## config.mk

```make
export PLATFORM = sky130hd
export DESIGN_NAME = expert_owner_placement_table_flat
export DESIGN_NICKNAME = d
export VERILOG_FILES = /design/src/sv/eopt_pkg.sv /design/src/sv/eopt_if.sv /design/src/sv/eopt_ctrl.sv /design/src/sv/eopt_dp.sv /design/src/sv/expert_owner_placement_table.sv /design/src/flat_wrapper.sv
export SDC_FILE = /design/constraint.sdc
export NUM_CORES = 2
export LEC_CHECK = 0
export BUFFER_PORTS_ARGS = -buffer_cell sky130_fd_sc_hd__buf_2
export CAP_MARGIN = 20
export CORE_ASPECT_RATIO = 1.75
export CORE_MARGIN = 2
export CORE_UTILIZATION = 55
export DETAILED_ROUTE_END_ITERATION = 6
export PLACE_DENSITY = 0.75
export SLEW_MARGIN = 20
export SYNTH_ARGS = -nofsm -noshare
export SYNTH_HDL_FRONTEND = slang
export SYNTH_MEMORY_MAX_BITS = 65536
export SYNTH_SLANG_ARGS = --single-unit
```

## constraint.sdc

```tcl
create_clock -name clk -period 7.28 [get_ports clk]
set_input_delay 1.092 -clock clk [delete_from_list [all_inputs] [get_ports clk]]
set_output_delay 1.092 -clock clk [all_outputs]
set_load 0.1 [all_outputs]
```

## src/sv/eopt_pkg.sv

```systemverilog
// Package for the expert owner placement table.
// Holds sizes, action and status codes, controller states and the
// command and status structs shared by the controller and the datapath.
package eopt_pkg;

  localparam int MAX_EXPERTS = 256;
  localparam int MAX_OWNERS  = 64;

  localparam int EXP_W   = $clog2(MAX_EXPERTS);
  localparam int OWN_W   = $clog2(MAX_OWNERS);
  localparam int CNT_W   = EXP_W + 1;
  localparam int OCFG_W  = OWN_W + 1;

  localparam logic [1:0] ACT_LOAD   = 2'd0;
  localparam logic [1:0] ACT_FINISH = 2'd1;
  localparam logic [1:0] ACT_QEXP   = 2'd2;
  localparam logic [1:0] ACT_QOWN   = 2'd3;

  localparam logic [2:0] ST_OK             = 3'd0;
  localparam logic [2:0] ST_OWNER_RANGE    = 3'd1;
  localparam logic [2:0] ST_EXPERT_RANGE   = 3'd2;
  localparam logic [2:0] ST_COUNT_MISMATCH = 3'd3;
  localparam logic [2:0] ST_EMPTY_OWNER    = 3'd4;
  localparam logic [2:0] ST_NOT_READY      = 3'd5;
  localparam logic [2:0] ST_FULL           = 3'd6;

  localparam logic REG_OWNERS  = 1'b0;
  localparam logic REG_EXPERTS = 1'b1;

  typedef enum logic [1:0] {
    S_IDLE,
    S_EXEC,
    S_SCAN
  } eopt_state_t;

  typedef struct packed {
    logic capture;
    logic commit;
    logic scan_clear;
    logic scan_step;
    logic scan_emit;
  } eopt_cmd_t;

  typedef struct packed {
    logic out_free;
    logic start_scan;
    logic scan_empty;
    logic scan_last;
  } eopt_sts_t;

endpackage

```

## src/sv/eopt_if.sv

```systemverilog
// Valid/ready channel interfaces for the placement table.
// Depends on eopt_pkg for the field widths.
interface eopt_in_if import eopt_pkg::*; ();
  logic             valid;
  logic             ready;
  logic [1:0]       action;
  logic [OWN_W-1:0] owner_id;
  logic [EXP_W-1:0] expert_id;

  modport source (output valid, action, owner_id, expert_id, input ready);
  modport sink (input valid, action, owner_id, expert_id, output ready);
endinterface

interface eopt_out_if import eopt_pkg::*; ();
  logic             valid;
  logic             ready;
  logic [2:0]       status;
  logic [OWN_W-1:0] owner_out;
  logic [EXP_W-1:0] local_index;
  logic [CNT_W-1:0] owner_total;

  modport source (output valid, status, owner_out, local_index, owner_total, input ready);
  modport sink (input valid, status, owner_out, local_index, owner_total, output ready);
endinterface

```

## src/sv/eopt_ctrl.sv

```systemverilog
// Controller state machine of the placement table.
// Sequences capture, commit and the finish scan; depends on eopt_pkg.
module eopt_ctrl import eopt_pkg::*; (
  input  logic      clk,
  input  logic      rst,
  input  logic      in_valid,
  output logic      in_ready,
  input  eopt_sts_t sts,
  output eopt_cmd_t cmd
);

  eopt_state_t state, state_next;
  logic        scan_stop;

  assign scan_stop = sts.scan_empty || sts.scan_last;

  always_ff @(posedge clk) begin
    if (rst) begin
      state <= S_IDLE;
    end else begin
      state <= state_next;
    end
  end

  always_comb begin
    state_next = state;
    case (state)
      S_IDLE: begin
        if (in_valid) state_next = S_EXEC;
      end
      S_EXEC: begin
        if (sts.start_scan) state_next = S_SCAN;
        else if (sts.out_free) state_next = S_IDLE;
      end
      S_SCAN: begin
        if (scan_stop && sts.out_free) state_next = S_IDLE;
      end
      default: state_next = S_IDLE;
    endcase
  end

  always_comb begin
    cmd      = '0;
    in_ready = 1'b0;
    case (state)
      S_IDLE: begin
        in_ready    = 1'b1;
        cmd.capture = in_valid;
      end
      S_EXEC: begin
        cmd.scan_clear = sts.start_scan;
        cmd.commit     = !sts.start_scan && sts.out_free;
      end
      S_SCAN: begin
        cmd.scan_step = !scan_stop;
        cmd.scan_emit = scan_stop && sts.out_free;
      end
      default: ;
    endcase
  end

  a_capture_exec: assert property (@(posedge clk) disable iff (rst)
    cmd.capture |=> state == S_EXEC)
    else $error("capture not followed by execute");
  a_commit_free: assert property (@(posedge clk) disable iff (rst)
    (cmd.commit || cmd.scan_emit) |-> sts.out_free)
    else $error("result written while output register full");
  a_one_result: assert property (@(posedge clk) disable iff (rst)
    !(cmd.commit && cmd.scan_emit))
    else $error("two results in one cycle");
  a_scan_holds: assert property (@(posedge clk) disable iff (rst)
    (state == S_SCAN && !scan_stop) |=> state == S_SCAN)
    else $error("scan left before its end");

endmodule

```

## src/sv/eopt_dp.sv

```systemverilog
// Datapath of the placement table: configuration registers, expert table
// memory, owner count memory with valid bits, scan index and output register.
// Depends on eopt_pkg; driven by eopt_ctrl through eopt_cmd_t.
module eopt_dp import eopt_pkg::*; (
  input  logic              clk,
  input  logic              rst,
  input  eopt_cmd_t         cmd,
  output eopt_sts_t         sts,
  input  logic [1:0]        action,
  input  logic [OWN_W-1:0]  owner_id,
  input  logic [EXP_W-1:0]  expert_id,
  output logic              out_valid,
  input  logic              out_ready,
  output logic [2:0]        status,
  output logic [OWN_W-1:0]  owner_out,
  output logic [EXP_W-1:0]  local_index,
  output logic [CNT_W-1:0]  owner_total,
  input  logic              psel,
  input  logic              penable,
  input  logic              pwrite,
  input  logic [2:0]        paddr,
  input  logic [31:0]       pwdata,
  output logic [31:0]       prdata
);

  logic [OCFG_W-1:0] owners_in_use;
  logic [CNT_W-1:0]  experts_in_use;
  logic [CNT_W-1:0]  loaded_experts;
  logic              table_ready;

  logic [OWN_W+EXP_W-1:0] tbl_mem [MAX_EXPERTS];
  logic [CNT_W-1:0]       cnt_mem [MAX_OWNERS];
  logic [MAX_OWNERS-1:0]  cnt_vld;

  logic [1:0]             act_q;
  logic [OWN_W-1:0]       own_q;
  logic [EXP_W-1:0]       exp_q;
  logic [OWN_W+EXP_W-1:0] tbl_rd;
  logic [CNT_W-1:0]       cnt_rd;
  logic                   cnt_rv;
  logic [OWN_W-1:0]       scan_idx;

  logic             cfg_wr;
  logic [CNT_W-1:0] cnt_eff;
  logic             own_bad;
  logic             load_ok;
  logic [2:0]       res_status;
  logic [OWN_W-1:0] res_owner;
  logic [EXP_W-1:0] res_local;
  logic [CNT_W-1:0] res_total;

  assign cfg_wr  = psel && penable && pwrite;
  assign prdata  = (paddr[2] == REG_EXPERTS) ? {{(32-CNT_W){1'b0}}, experts_in_use}
                                             : {{(32-OCFG_W){1'b0}}, owners_in_use};
  assign cnt_eff = cnt_rv ? cnt_rd : '0;
  assign own_bad = {1'b0, own_q} >= owners_in_use;

  always_comb begin
    res_status = ST_OK;
    res_owner  = '0;
    res_local  = '0;
    res_total  = '0;
    load_ok    = 1'b0;
    case (act_q)
      ACT_LOAD: begin
        if (loaded_experts >= experts_in_use || loaded_experts >= CNT_W'(MAX_EXPERTS)) begin
          res_status = ST_FULL;
        end else if (own_bad) begin
          res_status = ST_OWNER_RANGE;
        end else begin
          load_ok   = 1'b1;
          res_local = cnt_eff[EXP_W-1:0];
        end
      end
      ACT_FINISH: begin
        if (experts_in_use == '0 || experts_in_use > CNT_W'(MAX_EXPERTS)) begin
          res_status = ST_EXPERT_RANGE;
        end else if (owners_in_use == '0 || owners_in_use > OCFG_W'(MAX_OWNERS) ||
                     CNT_W'(owners_in_use) > experts_in_use) begin
          res_status = ST_OWNER_RANGE;
        end else if (loaded_experts != experts_in_use) begin
          res_status = ST_COUNT_MISMATCH;
        end
      end
      ACT_QEXP: begin
        if (!table_ready) begin
          res_status = ST_NOT_READY;
        end else if ({1'b0, exp_q} >= experts_in_use) begin
          res_status = ST_EXPERT_RANGE;
        end else begin
          res_owner = tbl_rd[OWN_W+EXP_W-1:EXP_W];
          res_local = tbl_rd[EXP_W-1:0];
        end
      end
      default: begin
        if (!table_ready) begin
          res_status = ST_NOT_READY;
        end else if (own_bad) begin
          res_status = ST_OWNER_RANGE;
        end else begin
          res_total = cnt_eff;
        end
      end
    endcase
  end

  assign sts.out_free   = !out_valid || out_ready;
  assign sts.start_scan = (act_q == ACT_FINISH) && (res_status == ST_OK);
  assign sts.scan_empty = !cnt_vld[scan_idx];
  assign sts.scan_last  = {1'b0, scan_idx} == (owners_in_use - OCFG_W'(1));

  always_ff @(posedge clk) begin
    if (cmd.capture) begin
      act_q  <= action;
      own_q  <= owner_id;
      exp_q  <= expert_id;
      tbl_rd <= tbl_mem[expert_id];
      cnt_rd <= cnt_mem[owner_id];
      cnt_rv <= cnt_vld[owner_id];
    end
    if (cmd.commit && load_ok) begin
      tbl_mem[loaded_experts[EXP_W-1:0]] <= {own_q, cnt_eff[EXP_W-1:0]};
      cnt_mem[own_q] <= cnt_eff + CNT_W'(1);
    end
    if (cmd.scan_clear) begin
      scan_idx <= '0;
    end else if (cmd.scan_step) begin
      scan_idx <= scan_idx + OWN_W'(1);
    end
    if (cmd.commit) begin
      status      <= res_status;
      owner_out   <= res_owner;
      local_index <= res_local;
      owner_total <= res_total;
    end else if (cmd.scan_emit) begin
      status      <= sts.scan_empty ? ST_EMPTY_OWNER : ST_OK;
      owner_out   <= '0;
      local_index <= '0;
      owner_total <= '0;
    end
  end

  always_ff @(posedge clk) begin
    if (rst) begin
      owners_in_use  <= OCFG_W'(1);
      experts_in_use <= CNT_W'(1);
      loaded_experts <= '0;
      table_ready    <= 1'b0;
      cnt_vld        <= '0;
      out_valid      <= 1'b0;
    end else begin
      if (cfg_wr) begin
        if (paddr[2] == REG_EXPERTS) experts_in_use <= pwdata[CNT_W-1:0];
        else owners_in_use <= pwdata[OCFG_W-1:0];
        loaded_experts <= '0;
        table_ready    <= 1'b0;
        cnt_vld        <= '0;
      end else begin
        if (cmd.commit && load_ok) begin
          loaded_experts <= loaded_experts + CNT_W'(1);
          cnt_vld[own_q] <= 1'b1;
        end
        if (cmd.commit && act_q == ACT_FINISH) table_ready <= 1'b0;
        if (cmd.scan_emit) table_ready <= !sts.scan_empty;
      end
      if (cmd.commit || cmd.scan_emit) out_valid <= 1'b1;
      else if (out_ready) out_valid <= 1'b0;
    end
  end

  a_load_counts: assert property (@(posedge clk) disable iff (rst)
    (cmd.commit && load_ok && !cfg_wr) |=> loaded_experts == $past(loaded_experts) + CNT_W'(1))
    else $error("load did not advance the expert count");
  a_ready_by_scan: assert property (@(posedge clk) disable iff (rst)
    $rose(table_ready) |-> $past(cmd.scan_emit))
    else $error("table became ready without a finish scan");
  a_full_hold: assert property (@(posedge clk) disable iff (rst)
    (out_valid && !out_ready) |-> !(cmd.commit || cmd.scan_emit))
    else $error("output register overwritten");

endmodule

```

## src/sv/expert_owner_placement_table.sv

```systemverilog
// Expert owner placement table, top level. Depends on eopt_pkg, eopt_if,
// eopt_ctrl and eopt_dp.
// A finish that passes its register and count checks scans the owners up to the
// first empty one or the last in use (at most 64 owners). A new item is taken
// only once the result of the last one has entered the output register.
// Reset (rst, synchronous): registers return to one owner and one expert,
// all owner count valid bits and the load count clear at once, and the table is not ready.
module expert_owner_placement_table import eopt_pkg::*; (
  input  logic        clk,
  input  logic        rst,
  eopt_in_if.sink     in_ch,
  eopt_out_if.source  out_ch,
  input  logic        psel,
  input  logic        penable,
  input  logic        pwrite,
  input  logic [2:0]  paddr,
  input  logic [31:0] pwdata,
  output logic [31:0] prdata,
  output logic        pready
);

  eopt_cmd_t cmd;
  eopt_sts_t sts;

  assign pready = 1'b1;

  eopt_ctrl u_ctrl (
    .clk      (clk),
    .rst      (rst),
    .in_valid (in_ch.valid),
    .in_ready (in_ch.ready),
    .sts      (sts),
    .cmd      (cmd)
  );

  eopt_dp u_dp (
    .clk         (clk),
    .rst         (rst),
    .cmd         (cmd),
    .sts         (sts),
    .action      (in_ch.action),
    .owner_id    (in_ch.owner_id),
    .expert_id   (in_ch.expert_id),
    .out_valid   (out_ch.valid),
    .out_ready   (out_ch.ready),
    .status      (out_ch.status),
    .owner_out   (out_ch.owner_out),
    .local_index (out_ch.local_index),
    .owner_total (out_ch.owner_total),
    .psel        (psel),
    .penable     (penable),
    .pwrite      (pwrite),
    .paddr       (paddr),
    .pwdata      (pwdata),
    .prdata      (prdata)
  );

endmodule
```

## src/flat_wrapper.sv

```systemverilog
// flat-port wrapper written by rule: the top's interface ports become plain ports
module expert_owner_placement_table_flat import eopt_pkg::*;
  (clk, rst, psel, penable, pwrite, paddr, pwdata, prdata, pready, in_ch_valid, in_ch_action, in_ch_owner_id, in_ch_expert_id, in_ch_ready, out_ch_valid, out_ch_status, out_ch_owner_out, out_ch_local_index, out_ch_owner_total, out_ch_ready);
  eopt_in_if in_ch_i ();
  eopt_out_if out_ch_i ();
  input  logic clk;
  input  logic rst;
  input  logic psel;
  input  logic penable;
  input  logic pwrite;
  input  logic [2:0] paddr;
  input  logic [31:0] pwdata;
  output logic [31:0] prdata;
  output logic pready;
  input wire logic [$bits(in_ch_i.valid)-1:0] in_ch_valid;
  input wire logic [$bits(in_ch_i.action)-1:0] in_ch_action;
  input wire logic [$bits(in_ch_i.owner_id)-1:0] in_ch_owner_id;
  input wire logic [$bits(in_ch_i.expert_id)-1:0] in_ch_expert_id;
  output wire logic [$bits(in_ch_i.ready)-1:0] in_ch_ready;
  output wire logic [$bits(out_ch_i.valid)-1:0] out_ch_valid;
  output wire logic [$bits(out_ch_i.status)-1:0] out_ch_status;
  output wire logic [$bits(out_ch_i.owner_out)-1:0] out_ch_owner_out;
  output wire logic [$bits(out_ch_i.local_index)-1:0] out_ch_local_index;
  output wire logic [$bits(out_ch_i.owner_total)-1:0] out_ch_owner_total;
  input wire logic [$bits(out_ch_i.ready)-1:0] out_ch_ready;
  assign in_ch_i.valid = in_ch_valid;
  assign in_ch_i.action = in_ch_action;
  assign in_ch_i.owner_id = in_ch_owner_id;
  assign in_ch_i.expert_id = in_ch_expert_id;
  assign in_ch_ready = in_ch_i.ready;
  assign out_ch_valid = out_ch_i.valid;
  assign out_ch_status = out_ch_i.status;
  assign out_ch_owner_out = out_ch_i.owner_out;
  assign out_ch_local_index = out_ch_i.local_index;
  assign out_ch_owner_total = out_ch_i.owner_total;
  assign out_ch_i.ready = out_ch_ready;
  expert_owner_placement_table u_core (.clk(clk), .rst(rst), .in_ch(in_ch_i), .out_ch(out_ch_i), .psel(psel), .penable(penable), .pwrite(pwrite), .paddr(paddr), .pwdata(pwdata), .prdata(prdata), .pready(pready));
endmodule
```

# Yosys cells after proc, flatten, opt, wreduce, memory -nomap -nowiden
# Memories as Yosys holds them, arrays and structs flattened. A register that Yosys moved wholly into a read port is not among the register bits.
# Cells that the tools add are included.
op_classes:
  add_sub_neg: 4
  n_lt_le_gt_ge: 11
  n_eq_ne: 9
  n_mux: 55
  bitwise: 2
  reduce_logical: 32
ops:
  columns: ["operator", "n"]
  rows:
  - ["64-bit OR", 1]
  - ["9-bit 2-to-1 mux", 7]
  - ["8-bit 2-to-1 mux", 6]
  - ["6-bit 2-to-1 mux", 5]
  - ["6-bit by 7-bit < comparator with 1-bit output (second input constant)", 3]
  - ["2-bit 2-to-1 mux", 10]
  - ["9-bit by 1-bit adder with 9-bit output (second input constant)", 2]
  - ["3-bit 2-to-1 mux", 6]
  - ["8-bit one-hot mux with 2 select lines", 1]
  - ["1-bit 2-to-1 mux", 15]
  - ["1-bit binary-select mux with 6-bit select", 2]
  - ["8-bit by 9-bit >= comparator with 1-bit output", 1]
  - ["9-bit >= comparator", 1]
  - ["9-bit >= comparator (second input constant)", 1]
  - ["7-bit by 9-bit greater-than comparator with 1-bit output", 1]
  - ["9-bit greater-than comparator (second input constant)", 1]
  - ["9-bit logical NOT", 1]
  - ["9-bit != test", 1]
  - ["3-bit one-hot mux with 3 select lines", 1]
  - ["1-bit logical AND", 8]
  - ["6-bit by 7-bit == test with 1-bit output", 1]
  - ["6-bit by 7-bit >= comparator with 1-bit output", 1]
  - ["7-bit greater-than comparator (second input constant)", 1]
  - ["7-bit logical NOT", 1]
  - ["19 further kinds", 35]
totals:
  regBits: 142
  ram_bits: 4160
  inputBits: 58
  mem_count: 2
memory_table:
  columns: ["memory", "depth", "width", "read_ports", "rd_ports_with_merged_regs", "write_ports", "line_no", "rtl"]
  rows:
  - ["u_core.u_dp.tbl_mem", 256, 14, 1, 1, 1, "eopt_dp.sv:31", "logic [OWN_W+EXP_W-1:0] tbl_mem [MAX_EXPERTS];"]
  - ["u_core.u_dp.cnt_mem", 64, 9, 1, 1, 1, "eopt_dp.sv:32", "logic [CNT_W-1:0] cnt_mem [MAX_OWNERS];"]

# Longest topological paths before layout
logic_depth:
  word_depth: 14
  ltp_mapped: 12
  mapped_depth_nobuf: 9

# By module
# Synthesis repeated with hierarchy kept, for this count alone.
hier_totals:
  hier_cells: 7278
  area_unflattened_um2: 167715.9
by_module_without_submodules:
  columns: ["module", "n_inst", "cells_per_inst", "area_each_um2"]
  rows:
  - ["eopt_dp", 1, 7260, 167565.7]
  - ["eopt_ctrl", 1, 16, 138.9]
  - ["expert_owner_placement_table", 1, 2, 11.3]

# Least setup slack after synthesis
# OpenSTA, ideal clock, no wires.
synth_timing:
  kind: "reg2reg"
  from: "register u_core.u_dp.cnt_rv"
  to: "memory u_core.u_dp.cnt_mem[0][6] (netlist bit) (data pin)"
  setup_ns: 0.563
  arrival_time_ns: 7.135
  slack_ns: -0.417
  path_stages_with_launch: 8
  path_cell_list: "edfxtp_1 -> clkbuf_1 -> nand2_1 -> inv_1 -> ha_1 -> nand3_1 -> nor3_1 -> mux2i_1"
synth_between:
  elab_chain_len: 2
synth_lines:
  columns: ["item", "line_no", "rtl"]
  rows:
  - ["start, declared", "eopt_dp.sv:40", "logic cnt_rv;"]
  - ["start signal, assigned", "eopt_dp.sv:119", "cnt_rv <= cnt_vld[owner_id];"]
  - ["9-bit 2-to-1 mux", "eopt_dp.sv:55", "assign cnt_eff = cnt_rv ? cnt_rd : '0;"]
  - ["named net u_core.u_dp.cnt_eff[0]", "eopt_dp.sv:44", "logic [CNT_W-1:0] cnt_eff;"]
  - ["9-bit by 1-bit adder with 9-bit output", "eopt_dp.sv:123", "cnt_mem[own_q] <= cnt_eff + CNT_W'(1);"]
  - ["end, declared", "eopt_dp.sv:32", null]
# The timed path passes the listed nets, and every way through them passes these cells.

# Final worst setup path
layout_timing:
  from: "register u_core.u_dp.owners_in_use[0]"
  to: "memory u_core.u_dp.cnt_mem[11][4] (netlist bit) (enable)"
layout_between:
  elab_chain_len: 14
  word_cells_on_any_way: 23
layout_lines:
  columns: ["item", "line_no", "rtl"]
  rows:
  - ["start, declared", "eopt_dp.sv:26", "logic [OCFG_W-1:0] owners_in_use;"]
  - ["start signal, assigned", "eopt_dp.sv:154", "else owners_in_use <= pwdata[OCFG_W-1:0];"]
  - ["7-bit greater-than comparator or 7-bit logical NOT (tied branches)", "eopt_dp.sv:78", "end else if (owners_in_use == '0 || owners_in_use > OCFG_W'(MAX_OWNERS) ||"]
  - ["1-bit logical OR (2 in series)", "eopt_dp.sv:78", null]
  - ["2-bit 2-to-1 mux", "eopt_dp.sv:78", null]
  - ["2-bit 2-to-1 mux", "eopt_dp.sv:76", "if (experts_in_use == '0 || experts_in_use > CNT_W'(MAX_EXPERTS)) begin"]
  - ["3-bit one-hot mux with 3 select lines", "eopt_dp.sv:64", "case (act_q)"]
  - ["3-bit logical NOT", "eopt_dp.sv:108", "assign sts.start_scan = (act_q == ACT_FINISH) && (res_status == ST_OK);"]
  - ["1-bit logical AND", "eopt_dp.sv:108", null]
  - ["1-bit logical NOT", "eopt_ctrl.sv:52", "cmd.commit = !sts.start_scan && sts.out_free;"]
  - ["1-bit logical AND", "eopt_ctrl.sv:52", null]
  - ["2-bit 2-to-1 mux", "eopt_ctrl.sv:45", "case (state)"]
  - ["1-bit logical AND *", "eopt_dp.sv:121", "if (cmd.commit && load_ok) begin"]
  - ["1-bit 2-to-1 mux *", "eopt_dp.sv:121", null]
  - ["1-bit 2-to-1 mux (implied by the code) *", "eopt_dp.sv:123", null]
# Every way passes the cells marked *; elsewhere a longest branch is shown, timed or not.

==> flow_summary.yaml <==
run_status:
  status: "finished with violations"
  violations: "capacitance limit"
hold_path:
  hold_path.class: "in -> reg"
  hold_depth: 1
  hp-start: "in_ch_action[1]"
  min_to: "u_core.u_dp.act_q[1]"
placement:
  dp.cells: 11600
  portBuffers: 69
  gp_congestion: 1.03
  post-dp-hpwl_um: 250000
  placed_area_mm2: 0.175
timing:
  finalClockSkew_ns: 0.0859
  hold_viol_final: 0
  fin_crit_ns: 5.00
  timing.fmax_ghz: 0.200
  setup_viol: 0
  rsz0062_at_grt: "false"
  fin_crit_sh_pct: 68.7
  tightest_slew_ns: 1.49
  finalSetupTns_ns: 0
  relSlewSlack_pct: 0.349
  drv_slew: 0
logic_synthesis:
  synth_area_mm2: 0.168
  synth_edf_count: 4226
  synth_area_per_cell_um2: 22.5
  synth_cells: 7448
  synth-seq-cells: 4325
  synth_warnings: 0
  ys_async_sr_fraction_pct: 0
  synth.distinct_cells: 58
  ys_seq_area_share_pct: 76.8
  synth_flop_cell: "edfxtp_1"
critical_path:
  r2r_cells: 12
  required_ns: 7.91
  start_kind: "flip-flop"
  cp-end-kind: "flip-flop"
  r2r_start: "u_core.u_dp.owners_in_use[0]"
  path_class: "reg -> reg"
  critPathMaxFanout: 28
  reg2reg_slack_ns: 2.28
  worst_r2r_endpoint: "u_core.u_dp.cnt_mem[11][4]"
  cp_data_arrival_time_ns: 5.63
finish:
  nNetsFinal: 8005
  final_cells: 12400
  multiInputGateArea_mm2: 0.0370
  final_layout_size_suffix_gt1_share_pct: 28.9
  regArea_mm2: 0.129
  post-route-util_pct: 61.7
  final_cell_area_mm2: 0.188
  syn_to_final_growth_pct: 11.7
  num-fill-cells: 19800
floorplanning:
  io_pins: 119
  die_area_mm2: 0.310
  die_w_um: 422
  initial_core_util_pct: 55.2
  die_h_um: 735
  core_mm2: 0.304
  core.rowCount: 268
power_and_ir_drop:
  leakage_nw: 59.2
  p_switching_mw: 10.5
  power_density_mw_per_mm2: 265
  internal_power_mw: 39.2
  vdd_ir_drop_max_uv: 310
  pwr-share-seq_pct: 55.2
  clkPwrFrac_pct: 39.8
  p_comb_share_pct: 5.0
  p_sw_share_pct: 21.2
detailed_routing:
  dr.pass1.iters: 6
  vias_per_cell: 6.50
  wl_met1_um: 132000
  antenna_left: 0
  wl_met2_um: 216000
  drt-initial-drc-count: 10000
  met3_length_um: 29700
  wl_um: 412000
  routedWlPerCell_um: 33.4
  post-route-drc-count: 0
  via_count: 80300
  maxUsedRoutingLayer: "met5"
cts:
  cts_made_buffers: 365
  path_clk_slew_ns: 0.07
  cts_max_level: 5
  cts_sinks: 4325
  clk_path_buf_depth: 4
  cts_setup_buffers: 0
  cts_resized: 0
  clockRootBuffer: "clkbuf_16"
  cts_tree: "done"
  ctsHoldBuffers: 0
  clk_latency_ns: 0.95
global_routing:
  grt_pass1_wl_um: 590000
  grt_use_total_pct: 26.5
  overflow: 0
  grt_max_degree: 139
  grt_pass1_vias: 82900
  antenna_found_initial: 30
job:
  cap_violations: 1
-- per-stage QoR --
stage | hold WS, ns | power [mW] | setup WS, ns
6_report | 0.319 | 49.7 | 2.28
5_1_grt | 0.319 | 50.8 | 2.06
4_1_cts | 0.281 | 49.9 | 2.39
3_5_place_dp | 0.463 | 30.4 | 2.11
3_3_place_gp | 0.448 | 30.3 | 2.19
2_1_floorplan | 0.436 | 29.6 | 0.134
-- worst max path at each step --
stage	startpoint	endpoint	slack, ns	cells after the start
6_report	u_core.u_dp.owners_in_use[0]	u_core.u_dp.cnt_mem[11][4]	2.28	12
5_1_grt	u_core.u_dp.owners_in_use[0]	u_core.u_dp.cnt_mem[11][4]	2.06	12
4_1_cts	u_core.u_dp.owners_in_use[0]	u_core.u_dp.cnt_mem[11][4]	2.39	12
3_5_place_dp	in_ch_expert_id[0]	u_core.u_dp.tbl_rd[1]	2.11	9
3_3_place_gp	in_ch_expert_id[0]	u_core.u_dp.tbl_rd[1]	2.19	9
2_1_floorplan	u_core.u_dp.own_q[0]	u_core.u_dp.tbl_mem[203][0]	0.13	11
-- worst max-delay path, cell delays in order (launching register included) --
cell      delay [ns]
dfxtp_1         0.36
inv_1           0.14
ha_1            0.19
or3b_2          0.49
nor3_1          0.21
xnor2_1         0.20
nand4b_4        0.21
and2_2          0.74
nand2_2         0.55
buf_4           0.42
buf_4           0.27
nor3_1          0.60
buf_4           0.28
-- registers in the layout, indices dropped and copies added (netlist names) --
register	cells
u_core.u_dp.tbl_mem	3584
u_core.u_dp.exp_q	8
u_core.u_dp.own_q	6
u_core.u_dp.experts_in_use	9
u_core.u_dp.cnt_rd	9
u_core.u_dp.act_q	2
u_core.u_dp.table_ready	1
u_core.u_dp.out_valid	1
u_core.u_dp.cnt_rv	1
u_core.u_dp.status	3
u_core.u_dp.loaded_experts	9
u_core.u_dp.cnt_vld	64
u_core.u_dp.cnt_mem	576
u_core.u_dp.owners_in_use	7
u_core.u_dp.scan_idx	6
u_core.u_dp.owner_total	9
u_core.u_dp.local_index	8
u_core.u_ctrl.state	2
u_core.u_dp.tbl_rd	14
u_core.u_dp.owner_out	6
-- kinds of logic after synthesis --
logic type	synth area share (%)
AOI/OAI and AO/OA	1.40
xor gates and xnor gates	0.0783
adders and majority gates	0.276
buffers and inverters	1.37
DFF	76.8
muxes	18.0
other	0.00447
and+or+nand+nor	2.07
-- cells in the mapped netlist (2+ instances only) --
master       n  area [µm²]
nand2_1    147         552
edfxtp_1  4226      127000
o31a_1       2        17.5
or4_1       33         248
and2_1      16         100
a21oi_1     79         395
a211o_1      5        43.8
xnor2_1     12         105
and3_1      11        68.8
o21a_1       2        15.0
dfxtp_1     99        1980
a31oi_1      6        37.5
or3b_2       4        35.0
nand4_1     10        62.6
o22ai_1     56         350
nor2_1     314        1180
nor3_1      71         355
a31o_2       2        17.5
a21boi_0     9        67.6
conb_1       2        7.51
or3_1       23         144
o21ai_0     73         365
nand4_4     11         234
clkbuf_1   201         754
o211ai_1     2        15.0
xor2_1       3        26.3
buf_2      133         666
inv_1       36         135
buf_4       65         488
nor2b_1     20         125
o31ai_1     11        82.6
nand3_1     40         200
buf_6        2        22.5
nand3b_1     6        45.0
mux2i_1    242        2420
a22oi_1    113         848
ha_1        37         463
nand2b_1     6        37.5
buf_1       59         221
nand3_2      2        20.0
mux4_2    1236       27800
a211oi_1     2        15.0
a21o_1       4        30.0
-- power groups by stage --
stage,Clock [mW],Combinational [mW],Sequential [mW]
3_5_place_dp,0,2.46,28.0
5_1_grt,20.8,2.59,27.4
2_1_floorplan,0,1.49,28.1
4_1_cts,20.0,2.47,27.4
6_report,19.8,2.49,27.4
3_3_place_gp,0,2.37,28.0
-- cell type report --
| cell class | instances | area share, % |
|---|---|---|
| Sequential cell | 4325 | 68.7 |
| Clock buffer | 418 | 5.01 |
| Clock inverter | 241 | 1.34 |
| Antenna cell | 103 | 0.137 |
| Tap cell | 4050 | 2.70 |
| Inverter | 36 | 0.102 |
| Multi-Input combinational cell | 2648 | 19.7 |
| Timing Repair Buffer | 534 | 2.27 |
-- placed cells by master, fill, tap and decap left out, types with 11 or more instances in the layout --
cell type / synthesis / final
edfxtp_1: 4226 / 4226
mux4_2: 1236 / 1236
buf_4: 65 / 430
clkbuf_16: 0 / 368
nor2_1: 314 / 305
mux2i_1: 242 / 240
nand2_1: 147 / 144
a22oi_1: 113 / 113
diode_2: 0 / 103
dfxtp_1: 99 / 98
a21oi_1: 79 / 79
clkinv_1: 0 / 75
o21ai_0: 73 / 72
clkinv_2: 0 / 66
nor3_1: 71 / 64
buf_2: 133 / 62
o22ai_1: 56 / 53
clkbuf_1: 201 / 50
bufinv_16: 0 / 44
nand3_1: 40 / 40
ha_1: 37 / 36
or4_1: 33 / 33
inv_1: 36 / 28
buf_12: 1 / 25
conb_1: 2 / 24
or3_1: 23 / 23
clkinvlp_4: 0 / 21
nor2b_1: 20 / 18
inv_6: 0 / 15
o31ai_1: 11 / 11
and2_1: 16 / 11
nand4_4: 11 / 11
and3_1: 11 / 11
buf_6: 2 / 11
-- routing by layer --
layer / vias up / track usage, %
met1: 42400 / 30.2
met3: 1034 / 3.95
met2: 4423 / 46.0
met4: 10 / 18.5
li1: 32400 / -
met5: - / 0
(Power assumes the default switching activity.)
